===== config.mk =====
export PLATFORM = sky130hd
export DESIGN_NAME = msah_ctrl
export DESIGN_NICKNAME = d
export VERILOG_FILES = /design/src/sv/msah_pkg.sv /design/src/sv/msah_ctrl.sv
export SDC_FILE = /design/constraint.sdc
export NUM_CORES = 1
export LEC_CHECK = 0
export ABC_AREA = 1
export BUFFER_PORTS_ARGS = -buffer_cell sky130_fd_sc_hd__buf_2
export CORE_MARGIN = 2
export CORE_UTILIZATION = 30
export CTS_BUF_LIST = sky130_fd_sc_hd__clkbuf_4 sky130_fd_sc_hd__clkbuf_8
export CTS_CLUSTER_SIZE = 20
export DETAILED_ROUTE_END_ITERATION = 7
export GPL_TIMING_DRIVEN = 0
export MAX_ROUTING_LAYER = met4
export PLACE_DENSITY = 0.49
export REMOVE_ABC_BUFFERS = 1
export SLEW_MARGIN = 20
export SYNTH_ARGS = -nofsm -noshare
export SYNTH_HDL_FRONTEND = slang
export SYNTH_SLANG_ARGS = --single-unit

===== constraint.sdc =====
create_clock -name clock -period 2.05 [get_ports clock]
set_clock_uncertainty 0.1 [all_clocks]
set_input_delay 0.205 -clock clock [delete_from_list [all_inputs] [get_ports clock]]
set_output_delay 0.205 -clock clock [all_outputs]
set_load 0.02 [all_outputs]

===== src/sv/msah_pkg.sv =====
// package: opcodes, status codes, controller states and command/status bundles
`timescale 1ns / 1ps

package msah_pkg;

   // special-group function codes
   localparam logic [5:0] OP_SLL    = 6'd0;
   localparam logic [5:0] OP_SRL    = 6'd2;
   localparam logic [5:0] OP_SRA    = 6'd3;
   localparam logic [5:0] OP_SLLV   = 6'd4;
   localparam logic [5:0] OP_SRLV   = 6'd6;
   localparam logic [5:0] OP_SRAV   = 6'd7;
   localparam logic [5:0] OP_MFHI   = 6'd16;
   localparam logic [5:0] OP_MTHI   = 6'd17;
   localparam logic [5:0] OP_MFLO   = 6'd18;
   localparam logic [5:0] OP_MTLO   = 6'd19;
   localparam logic [5:0] OP_DSLLV  = 6'd20;
   localparam logic [5:0] OP_DSRLV  = 6'd22;
   localparam logic [5:0] OP_DSRAV  = 6'd23;
   localparam logic [5:0] OP_MULT   = 6'd24;
   localparam logic [5:0] OP_MULTU  = 6'd25;
   localparam logic [5:0] OP_DIV    = 6'd26;
   localparam logic [5:0] OP_DIVU   = 6'd27;
   localparam logic [5:0] OP_DMULT  = 6'd28;
   localparam logic [5:0] OP_DMULTU = 6'd29;
   localparam logic [5:0] OP_DDIV   = 6'd30;
   localparam logic [5:0] OP_DDIVU  = 6'd31;
   localparam logic [5:0] OP_ADD    = 6'd32;
   localparam logic [5:0] OP_ADDU   = 6'd33;
   localparam logic [5:0] OP_SUB    = 6'd34;
   localparam logic [5:0] OP_SUBU   = 6'd35;
   localparam logic [5:0] OP_AND    = 6'd36;
   localparam logic [5:0] OP_OR     = 6'd37;
   localparam logic [5:0] OP_XOR    = 6'd38;
   localparam logic [5:0] OP_NOR    = 6'd39;
   localparam logic [5:0] OP_SLT    = 6'd42;
   localparam logic [5:0] OP_SLTU   = 6'd43;
   localparam logic [5:0] OP_DADD   = 6'd44;
   localparam logic [5:0] OP_DADDU  = 6'd45;
   localparam logic [5:0] OP_DSUB   = 6'd46;
   localparam logic [5:0] OP_DSUBU  = 6'd47;
   localparam logic [5:0] OP_DSLL   = 6'd56;
   localparam logic [5:0] OP_DSRL   = 6'd58;
   localparam logic [5:0] OP_DSRA   = 6'd59;
   localparam logic [5:0] OP_DSLL32 = 6'd60;
   localparam logic [5:0] OP_DSRL32 = 6'd62;
   localparam logic [5:0] OP_DSRA32 = 6'd63;

   localparam logic [1:0] ST_OK   = 2'd0;
   localparam logic [1:0] ST_DIVZ = 2'd1;
   localparam logic [1:0] ST_BAD  = 2'd2;

   // multiply partial products and divide iterations
   localparam logic [5:0] MUL_LAST = 6'd4;
   localparam logic [5:0] DIV_LAST = 6'd63;

   typedef enum logic [2:0] {
      KIND_ALU,
      KIND_MOVE,
      KIND_MUL,
      KIND_DIV,
      KIND_BAD
   } kind_type;

   typedef enum logic [2:0] {
      S_IDLE,
      S_MUL,
      S_MUL_FIX,
      S_DIV,
      S_DIV_FIX,
      S_FIN
   } state_type;

   typedef struct packed {
      logic       load;
      logic       mul_step;
      logic       mul_acc;
      logic [1:0] mul_idx;
      logic       mul_fix;
      logic       div_step;
      logic       div_fix;
      logic       fin;
   } cmd_type;

   typedef struct packed {
      kind_type req_kind;
      logic     req_div_zero;
   } stat_type;

   function automatic kind_type op_kind(input logic [5:0] op);
      kind_type k;
      case (op) inside
         OP_SLL, OP_SRL, OP_SRA, OP_SLLV, OP_SRLV, OP_SRAV, OP_MFHI, OP_MFLO,
         OP_DSLLV, OP_DSRLV, OP_DSRAV, OP_ADD, OP_ADDU, OP_SUB, OP_SUBU,
         OP_AND, OP_OR, OP_XOR, OP_NOR, OP_SLT, OP_SLTU, OP_DADD, OP_DADDU,
         OP_DSUB, OP_DSUBU, OP_DSLL, OP_DSRL, OP_DSRA, OP_DSLL32, OP_DSRL32,
         OP_DSRA32:                              k = KIND_ALU;
         OP_MTHI, OP_MTLO:                       k = KIND_MOVE;
         OP_MULT, OP_MULTU, OP_DMULT, OP_DMULTU: k = KIND_MUL;
         OP_DIV, OP_DIVU, OP_DDIV, OP_DDIVU:     k = KIND_DIV;
         default:                                k = KIND_BAD;
      endcase
      return k;
   endfunction

   function automatic logic [63:0] sext32(input logic [31:0] x);
      return {{32{x[31]}}, x};
   endfunction

endpackage


===== src/sv/msah_ctrl.sv =====
// controller: sequences load, multiply steps, divide iterations and result push
`timescale 1ns / 1ps

module msah_ctrl (
   input  logic              clock,
   input  logic              reset,
   input  logic              req_valid,
   output logic              req_stall,
   output logic              rsp_valid,
   input  logic              rsp_stall,
   input  msah_pkg::stat_type stat,
   output msah_pkg::cmd_type  cmd
);

   msah_pkg::state_type state_ff, state_in;
   logic [5:0]          cnt_ff, cnt_in;
   logic                rsp_valid_ff, rsp_valid_in;
   logic                accept;
   logic                push;

   always_ff @(posedge clock) begin
      if (reset) begin
         state_ff     <= msah_pkg::S_IDLE;
         cnt_ff       <= '0;
         rsp_valid_ff <= 1'b0;
      end else begin
         state_ff     <= state_in;
         cnt_ff       <= cnt_in;
         rsp_valid_ff <= rsp_valid_in;
      end
   end

   assign req_stall = (state_ff != msah_pkg::S_IDLE);
   assign accept    = req_valid && !req_stall;
   assign push      = (state_ff == msah_pkg::S_FIN) && (!rsp_valid_ff || !rsp_stall);
   assign rsp_valid = rsp_valid_ff;

   always_comb begin
      state_in = state_ff;
      cmd      = '0;
      cmd.load = accept;
      cmd.mul_idx = cnt_ff[1:0];
      unique case (state_ff)
         msah_pkg::S_IDLE: begin
            if (accept) begin
               if (stat.req_kind == msah_pkg::KIND_MUL)
                  state_in = msah_pkg::S_MUL;
               else if (stat.req_kind == msah_pkg::KIND_DIV && !stat.req_div_zero)
                  state_in = msah_pkg::S_DIV;
               else
                  state_in = msah_pkg::S_FIN;
            end
         end
         msah_pkg::S_MUL: begin
            cmd.mul_step = (cnt_ff != msah_pkg::MUL_LAST);
            cmd.mul_acc  = (cnt_ff != '0);
            if (cnt_ff == msah_pkg::MUL_LAST) state_in = msah_pkg::S_MUL_FIX;
         end
         msah_pkg::S_MUL_FIX: begin
            cmd.mul_fix = 1'b1;
            state_in    = msah_pkg::S_FIN;
         end
         msah_pkg::S_DIV: begin
            cmd.div_step = 1'b1;
            if (cnt_ff == msah_pkg::DIV_LAST) state_in = msah_pkg::S_DIV_FIX;
         end
         msah_pkg::S_DIV_FIX: begin
            cmd.div_fix = 1'b1;
            state_in    = msah_pkg::S_FIN;
         end
         msah_pkg::S_FIN: begin
            cmd.fin = push;
            if (push) state_in = msah_pkg::S_IDLE;
         end
         default: state_in = msah_pkg::S_IDLE;
      endcase
      cnt_in = (state_in != state_ff) ? '0 : cnt_ff + 6'd1;
   end

   always_comb begin
      rsp_valid_in = rsp_valid_ff;
      if (rsp_valid_ff && !rsp_stall) rsp_valid_in = 1'b0;
      if (push) rsp_valid_in = 1'b1;
   end

endmodule


==> out/qor.txt, run 1 <==
Status: complete, no violations
Critical path type: flop to flop
Layout Nets: 127
Clock tree root buffer cell: clkbuf_4
RR Startpoint: cnt_ff[0]
Setup Buffers After CTS: 0
Psw: 0.000217 W
Number of library cell types mapped by synthesis: 23
Hold Crit Class: input pin to flop
Die span in y: 51.5 µm
Std-Cell Rows: 17
R2r setup slk: 0.27 ns
CTS Buf Count: 3
Post-DRT Antenna Nets: 0
Via density: 4.47
Final TNS setup: 0 ns
WL per Instance: 9.28 µm
FF-to-FF End: cnt_ff[5]
TritonCTS clock tree: done
First drt pass iteration count: 4
Logic pwr share: 31.9%
Via count: 643
Cells after Synth: 98
Slowest cell on crit path: dfxtp_1
Antenna Cells: 0
Worst slew pin tran: 0.359 ns
Period utilization: 87.1%
Clock buffer depth: 2
Hold buffers post-CTS: 0
Share of cells above drive strength 1: 35.3%
Hold Fails Final Rpt: 0
#FFs+latches synth: 10
Buffer and inverter count on the worst path: 0
Power Dens Cells: 744 mW/mm²
WP data required: 2.16 ns
DIE WIDTH: 51.5 µm
Layout area overhead: 19.4%
Routed wire length: 1340 µm
Min Tclk post-route: 1.78 ns
Worst Setup Start Kind: flop
Power share of the sequential group: 37.8%
Initial Utilization: 31.1%
FF-to-FF path depth: 11
Clk pwr share: 30.2%
Switching share of power: 36.2%
Crit Path Max Fanout: 6
Max-cap violations: 0
Fillers: 241
Beginning of the worst hold path: reset
Peak supply drop: 0.345 mV
# DRC: 0
First-pass GRT wire length: 2240 µm
CP top delay family: simple AND/OR/NAND/NOR gates
Number of H-tree levels: 1
Worst skew pair latency: 0.27 ns
DRT iter0 DRCs: 10
Largest stage delay, worst path: 0.41 ns
Core Area: 0.00217 mm²
GPL Wtd Cong: 0.847
Hold depth: 2
Setup crit end kind: flop
HPWL Detailed: 1090 µm
All-Layer GR Usage: 11.7%
Max-slew headroom: 75.9%
Hold endpoint: rsp_valid
CTS clk-pin slew, worst paths: 0.07 ns
I/O pin cnt: 19
Critical-path cell list: ha_1, nand3_2, nor2_2, nor2_1, nor2_4, nand2_1, nand2_1, nand2_1, nor2_2, nand2_2, nor2_2
Post-synthesis average cell area: 6.89 µm²
GR Overflow Total: 0
Setup violations, final: 0
Post-Syn Area: 676 µm²
Cell-internal power: 0.000383 W
Vias in the first global route: 536
Largest net degree at the start of global routing: 8
Total power: 0.000601 W
Syn. warnings: 0
Peak Freq: 560 MHz
CTS Sinks: 10
Crit path arrival time: 1.89 ns
RSZ-0062 raised after global routing: false
Post-CTS sizing: 0
Leakage: 0.431 nW
PortBufs: 18
Seq/Total Area, Yosys: 29.6%
Max-slew violations: 0
DIE AREA: 0.00265 mm²
Antenna violations before repair: 0
## state kept, by name, summed over array words and instances (netlist names)
name,cells
rsp_valid,1
cnt_ff,6
state_ff,3
## final cells by class
type | instances | area, µm² | share of cell area (%)
clock buffers | 4 | 36.3 | 4.50
inverters | 16 | 60.1 | 7.44
flip-flops and latches | 10 | 200 | 24.8
well taps | 28 | 35.0 | 4.34
multi-input cells | 68 | 385 | 47.8
repair buffers | 18 | 90.1 | 11.2
## metal layers
layer  global-route usage (%)  share of wire [%]  vias up
met2                     18.6                 47       17
met3                     1.75                5.9        2
met4                     6.58               0.97        0
met1                     14.0                 46      286
met5                        -                  0        -
li1                         -                  -      338
## per-stage QoR
stage                     hold slack, ns  cell area [µm²]  util (%)  worst slack [ns]  instances
after floorplan                    0.174              646         -             0.231         94
after global placement             0.306              771      35.5             0.295        140
after detailed placement           0.312              771      35.5             0.268        140
after CTS                         0.0193              807      37.2             0.256        144
after global routing              0.0156              807      37.2             0.119        144
final                             0.0247              807      37.2             0.265        144
## cell usage in the layout (no fill, tap or decap), drive strengths merged
cell,n
nand2,22
nor2,19
buf,18
inv,16
dfxtp,10
nand3,9
a21oi,4
clkbuf,4
nor3,2
xor2,2
xnor2,2
ha,2
o21ai,2
nor4,1
nand4,1
nor3b,1
o41ai,1
## cell families after synthesis
group | after synthesis | synth area share (%)
AND/OR/NAND/NOR | 55 | 41.3
XOR/XNOR | 4 | 5.19
adder cells (fa/ha/maj) | 2 | 3.70
buffers and inverters | 20 | 13.3
AO/OA/AOI/OAI | 7 | 6.85
flip-flops | 10 | 29.6
## cells in the mapped netlist
cell type / n / share of area, %
nor2_2: 9 / 8.3
o21ai_2: 1 / 1.3
nand2_2: 2 / 1.9
o41ai_1: 1 / 1.3
ha_1: 2 / 3.7
xnor2_1: 2 / 2.6
nand3_1: 6 / 4.4
xor2_1: 2 / 2.6
nor3b_1: 1 / 1.1
nor2_4: 1 / 1.7
nand3_2: 3 / 4.4
inv_1: 14 / 7.8
dfxtp_1: 10 / 30
a21oi_2: 1 / 1.3
a21oi_1: 3 / 2.2
buf_4: 4 / 4.4
nand4_1: 1 / 0.93
nor2_1: 9 / 5.0
o21ai_0: 1 / 0.74
nand2_1: 20 / 11
nor3_1: 2 / 1.5
nor4_1: 1 / 0.93
inv_2: 2 / 1.1
## power groups by stage
| stage | logic, W | clock network, W | registers [W] |
|---|---|---|---|
| global placement | 0.000191 | 0 | 0.000232 |
| floorplan | 0.000134 | 0 | 0.000239 |
| global route | 0.000215 | 0.000198 | 0.000231 |
| CTS | 0.000194 | 0.000189 | 0.000228 |
| detailed placement | 0.000193 | 0 | 0.000233 |
| finish | 0.000192 | 0.000181 | 0.000227 |
## how the worst max path moves through the flow
stage / slack (ns) / endpoint / cells after the start / start
final: 0.27 / cnt_ff[5] / 11 / cnt_ff[0]
after CTS: 0.26 / cnt_ff[2] / 11 / cnt_ff[0]
after global routing: 0.12 / cnt_ff[0] / 11 / cnt_ff[0]
after floorplan: 0.23 / cmd[7] / 5 / cnt_ff[0]
after global placement: 0.30 / cnt_ff[4] / 11 / cnt_ff[0]
after detailed placement: 0.27 / cnt_ff[5] / 11 / cnt_ff[0]
Power figures use the tool's default switching activity.
==> run 2: changes to the inputs <==
--- a/config.mk
+++ b/config.mk
@@ -9,12 +9,10 @@
 export BUFFER_PORTS_ARGS = -buffer_cell sky130_fd_sc_hd__buf_2
 export CORE_MARGIN = 2
 export CORE_UTILIZATION = 30
-export CTS_BUF_LIST = sky130_fd_sc_hd__clkbuf_4 sky130_fd_sc_hd__clkbuf_8
+export CTS_BUF_LIST = sky130_fd_sc_hd__clkbuf_4 sky130_fd_sc_hd__clkbuf_8 sky130_fd_sc_hd__clkbuf_16
 export CTS_CLUSTER_SIZE = 20
 export DETAILED_ROUTE_END_ITERATION = 7
 export GPL_TIMING_DRIVEN = 0
-export MAX_ROUTING_LAYER = met4
-export PLACE_DENSITY = 0.49
 export REMOVE_ABC_BUFFERS = 1
 export SLEW_MARGIN = 20
 export SYNTH_ARGS = -nofsm -noshare
==> run 2 against run 1 <==
Compared with the run above: core utilization stayed put; critical path type is now flop to primary output; largest power group unchanged; power decreased by 0.46%; routed wire length shrank 3.1%; die area unchanged; first-iteration DRC count up 20%; combinational power about the same; highest routed layer unchanged; clock power hardly changed; register-to-register slack about the same; flip-flop and latch count unchanged.
==> out/qor.txt, run 2 (synthesis results as in run 1) <==
Worst Hold Margin: 0.0300 ns
Layout area overhead: 19.4%
Via density: 4.53
TritonCTS clock tree: done
Setup crit end kind: primary output
Routed wire length: 1300 µm
RSZ-0062 raised after global routing: false
Initial Utilization: 31.1%
Via count: 652
Critical path type: flop to primary output
Setup Buffers After CTS: 0
All-Layer GR Usage: 11.8%
Share of cells above drive strength 1: 35.3%
DIE WIDTH: 51.5 µm
Status: complete, no violations
Antenna violations before repair: 0
Hold depth: 2
I/O pin cnt: 19
Vias in the first global route: 569
CTS Sinks: 10
WP data required: 1.75 ns
PortBufs: 18
Largest net degree at the start of global routing: 8
DIE AREA: 0.00265 mm²
WL per Instance: 9.00 µm
Hold buffers post-CTS: 0
Core Area: 0.00217 mm²
Setup violations, final: 0
DRT iter0 DRCs: 12
Worst skew pair latency: 0.27 ns
CTS Buf Count: 3
HPWL Detailed: 1060 µm
Final TNS setup: 0 ns
Peak Freq: 552 MHz
Largest register FFs: 6
GPL Wtd Cong: 0.789
Hold Crit Class: input pin to flop
Min Tclk post-route: 1.81 ns
Setup crit end: cmd[7]
Max-slew headroom: 74.3%
Total power: 0.000598 W
Crit path arrival time: 1.51 ns
Dpl cell area: 771 µm²
Final Cell Area: 807 µm²
Die span in y: 51.5 µm
Most frequent cells in the layout: nand2_1, buf_2, inv_1
First drt pass iteration count: 4
Commonest non-fill, non-tap cell in the layout: nand2_1
Post-DRT Antenna Nets: 0
R2r setup slk: 0.27 ns
Post-CTS sizing: 0
Hold Fails Final Rpt: 0
# DRC: 0
Power Dens Cells: 741 mW/mm²
Antenna Cells: 0
Place WS: 0.276 ns
Layout Nets: 127
Number of H-tree levels: 1
GR Overflow Total: 0
FF-to-FF End: cnt_ff[4]
Worst slew pin tran: 0.383 ns
Max-slew violations: 0
Std-Cell Rows: 17
Max-cap violations: 0
RR Startpoint: cnt_ff[0]
Clock tree root buffer cell: clkbuf_4
Period utilization: 88.4%
Crit Path Max Fanout: 5
CTS clk-pin slew, worst paths: 0.07 ns
First-pass GRT wire length: 2320 µm
Peak supply drop: 0.409 mV
Origin of the worst setup path: cnt_ff[0]
Final worst slack: 0.238 ns
Leakage: 0.431 nW
FF-to-FF path depth: 11
Worst Setup Start Kind: flop
Top reg by flops: cnt_ff
Clock buffer depth: 2
==> run 2: cell counts in the layout (fill, tap and decap cells not counted) <==
No cell type changed its count.
==> run 2: area by class of cell <==
type / count / area [µm²]
Multi-Input combinational cell: 68 / 385
Sequential cell: 10 / 200
Fill cell: 245 / 1360
Inverter: 16 / 60.1
Tap cell: 28 / 35.0
Clock buffer: 4 / 36.3
Timing Repair Buffer: 18 / 90.1
==> run 2: how the worst min path moves through the flow <==
stage | start | slack [ns] | end
5_1_grt | reset | 0.02 | rsp_valid
2_1_floorplan | reset | 0.17 | rsp_valid
3_5_place_dp | reset | 0.31 | rsp_valid
3_3_place_gp | reset | 0.31 | state_ff[0]
6_report | reset | 0.03 | rsp_valid
4_1_cts | reset | 0.01 | rsp_valid
==> run 2: critical path: stages, from the launching register on <==
cell	delay [ns]
dfxtp_1	0.41
inv_1	0.06
ha_1	0.21
nand3_1	0.08
nor2_1	0.06
nor4_1	0.20
buf_2	0.22
==> run 2: power breakdown <==
part | switching [W] | internal (W)
combinational | 0.000126 | 0.0000664
clock | 0.0000704 | 0.000108
sequential | 0.0000173 | 0.000209
total | 0.000214 | 0.000384
==> run 2: layer usage <==
| metal | vias up | global-route usage (%) | share of wire (%) |
|---|---|---|---|
| met5 | - | 0 | 0 |
| li1 | 340 | - | - |
| met1 | 284 | 14.7 | 49 |
| met4 | 0 | 3.95 | 1.0 |
| met3 | 2 | 5.26 | 8.8 |
| met2 | 26 | 17.9 | 41 |
==> run 2: metrics by stage <==
| step | std cells | utilization (%) |
|---|---|---|
| after detailed placement | 140 | 35.5 |
| after CTS | 144 | 37.2 |
| after global routing | 144 | 37.2 |
| final | 144 | 37.2 |
| after global placement | 140 | 35.5 |
| after floorplan | 94 | - |
==> run 3: changes to the inputs <==
--- a/config.mk
+++ b/config.mk
@@ -5,7 +5,7 @@
 export SDC_FILE = /design/constraint.sdc
 export NUM_CORES = 1
 export LEC_CHECK = 0
-export ABC_AREA = 1
+export ABC_AREA = 0
 export BUFFER_PORTS_ARGS = -buffer_cell sky130_fd_sc_hd__buf_2
 export CORE_MARGIN = 2
 export CORE_UTILIZATION = 30
==> run 3 against run 2 <==
Compared with the run above: first-iteration DRC count shrank 50%; synthesized area grew 3.7%; clock power is essentially flat; combinational power grew 3%; flip-flop and latch count is the same; fmax shrank 4.9%; via count shrank 2.9%; power grew 4.1%; global-route usage shrank 1.0 points; non-clock buffer count is the same; sequential power grew 7%; largest cell class unchanged.
==> out/qor.txt, run 3 <==
Largest stage delay, worst path: 0.39 ns
Synth cell count leaders: dfxtp_1, a21oi_1, nor2_1
Crit path arrival time: 1.60 ns
I/O pin cnt: 19
Initial Utilization: 31.7%
All-Layer GR Usage: 10.8%
Critical path type: flop to primary output
Seq/Total Area, Yosys: 28.6%
Most numerous cell in the Yosys netlist: dfxtp_1
#FFs+latches synth: 10
CP top delay family: flip-flops
Largest register FFs: 6
TritonCTS clock tree: done
Clock tree root buffer cell: clkbuf_4
Peak supply drop: 0.347 mV
Post-Syn Area: 701 µm²
Number of synthesized flops with an enable pin: 0
Routed met2 length: 651 µm
CTS Buf Count: 3
GPL Wtd Cong: 0.739
GR Overflow Total: 0
Met1 wire length: 627 µm
Met3 wire length: 62 µm
Antenna violations before repair: 0
Psw: 0.000218 W
Power Dens Cells: 775 mW/mm²
Period utilization: 93.0%
Vias in the first global route: 510
Clock buffer depth: 2
Routed wire length: 1350 µm
# DRC: 0
Hold buffers post-CTS: 0
PortBufs: 18
Place WS: 0.304 ns
Worst Hold Margin: 0.0869 ns
Origin of the worst setup path: cnt_ff[0]
Die span in y: 52.3 µm
DIE WIDTH: 52.3 µm
Logic pwr share: 32.0%
Hold Crit Class: input pin to flop
Number of H-tree levels: 1
Antenna Cells: 0
Slowest cell on crit path: dfxtp_1
Worst slew pin tran: 0.479 ns
Setup crit end kind: primary output
Leakage: 0.317 nW
Max-cap violations: 0
Layout Nets: 107
Fillers: 247
First-pass GRT wire length: 2190 µm
Commonest non-fill, non-tap cell in the layout: buf_2
Power share of the sequential group: 39.1%
Most frequent cells in the layout: buf_2, dfxtp_1, a21oi_1
Post-CTS sizing: 0
Max-slew headroom: 68.0%
Via density: 5.10
Setup violations, final: 0
Clk pwr share: 28.9%
DRT iter0 DRCs: 6
Top reg by flops: cnt_ff
Post-DRT Antenna Nets: 0
Buffer and inverter count on the worst path: 2
Core Util, Final: 36.3%
CTS clk-pin slew, worst paths: 0.07 ns
Final TNS setup: 0 ns
Status: complete, no violations
Syn. warnings: 0
Beginning of the worst hold path: reset
Post-synth top flop: dfxtp_1
Layout area overhead: 14.6%
Min Tclk post-route: 1.91 ns
Worst skew pair latency: 0.26 ns
Largest net degree at the start of global routing: 16
Number of library cell types mapped by synthesis: 36
HPWL Detailed: 1040 µm
WP data required: 1.75 ns
Core Area: 0.00221 mm²
Crit Path Max Fanout: 5
Std-Cell Rows: 17
Synth area leader: dfxtp_1
Via count: 633
Share of cells above drive strength 1: 32.3%
Worst Setup Start Kind: flop
Final worst slack: 0.144 ns
Main area contributors after synthesis: dfxtp_1, a21oi_1, buf_4, nor3_1, nor2_1
Cells after Synth: 82
Top cell type's share of synthesized area: 28.6%
Post-synthesis average cell area: 8.54 µm²
Cell-internal power: 0.000404 W
Total power: 0.000622 W
Hold Fails Final Rpt: 0
First drt pass iteration count: 4
CTS Sinks: 10
Peak Freq: 525 MHz
Switching share of power: 35.0%
WL per Instance: 10.9 µm
RSZ-0062 raised after global routing: false
Critical-path cell list: inv_1, ha_1, nor4b_4, a211oi_1, buf_2
Synth async-reset ratio: 0%
Top Layer Used: met4
Setup Buffers After CTS: 0
Max-slew violations: 0
DIE AREA: 0.00274 mm²
RR Startpoint: cnt_ff[0]
-- run 3: power groups by stage --
stage          combinational [W]  sequential [W]  clock (W)
2_1_floorplan           0.000138        0.000253          0
3_3_place_gp            0.000200        0.000247          0
3_5_place_dp            0.000201        0.000248          0
4_1_cts                 0.000201        0.000243   0.000184
5_1_grt                 0.000222        0.000248   0.000192
6_report                0.000199        0.000243   0.000180
-- run 3: worst reg2reg max path, stage by stage, from the launching register on --
cell and delay, ns:
dfxtp_1 0.39, ha_1 0.22, and4_1 0.28, nand4_1 0.17
a31oi_2 0.36, nor3_1 0.11
-- run 3: per-layer routing --
metal	global-route usage [%]	vias to the layer above
met2	15.8	17
li1	-	323
met3	2.57	2
met4	5.13	0
met1	14.7	291
met5	0	-
-- run 3: cell families after synthesis --
group	Yosys count	share of synthesized area (%)
xor+xnor	4	5.00
buf+inv	13	11.1
fa+ha+maj	2	3.57
compound gates	20	20.9
simple gates	33	30.9
flops	10	28.6
-- run 3: per-stage QoR --
| stage | cell area [µm²] | cells |
|---|---|---|
| after global routing | 803 | 124 |
| after CTS | 803 | 124 |
| after global placement | 767 | 120 |
| after detailed placement | 767 | 120 |
| after floorplan | 642 | 74 |
| final | 803 | 124 |
-- run 3: path summary, 6_finish.rpt --
check / endpoint / slack, ns / cells after the start
min reg2reg: cnt_ff[0] / 0.41 / 1
max reg2reg: cnt_ff[5] / 0.30 / 5
max: cmd[7] / 0.14 / 5
min: rsp_valid / 0.09 / 2
-- run 3: cell type report --
class / count / area, µm² / share of cell area (%)
Tap cell: 28 / 35.0 / 4.36
Clock buffer: 4 / 36.3 / 4.52
Timing Repair Buffer: 18 / 90.1 / 11.2
Sequential cell: 10 / 200 / 24.9
Inverter: 5 / 18.8 / 2.34
Multi-Input combinational cell: 59 / 423 / 52.6
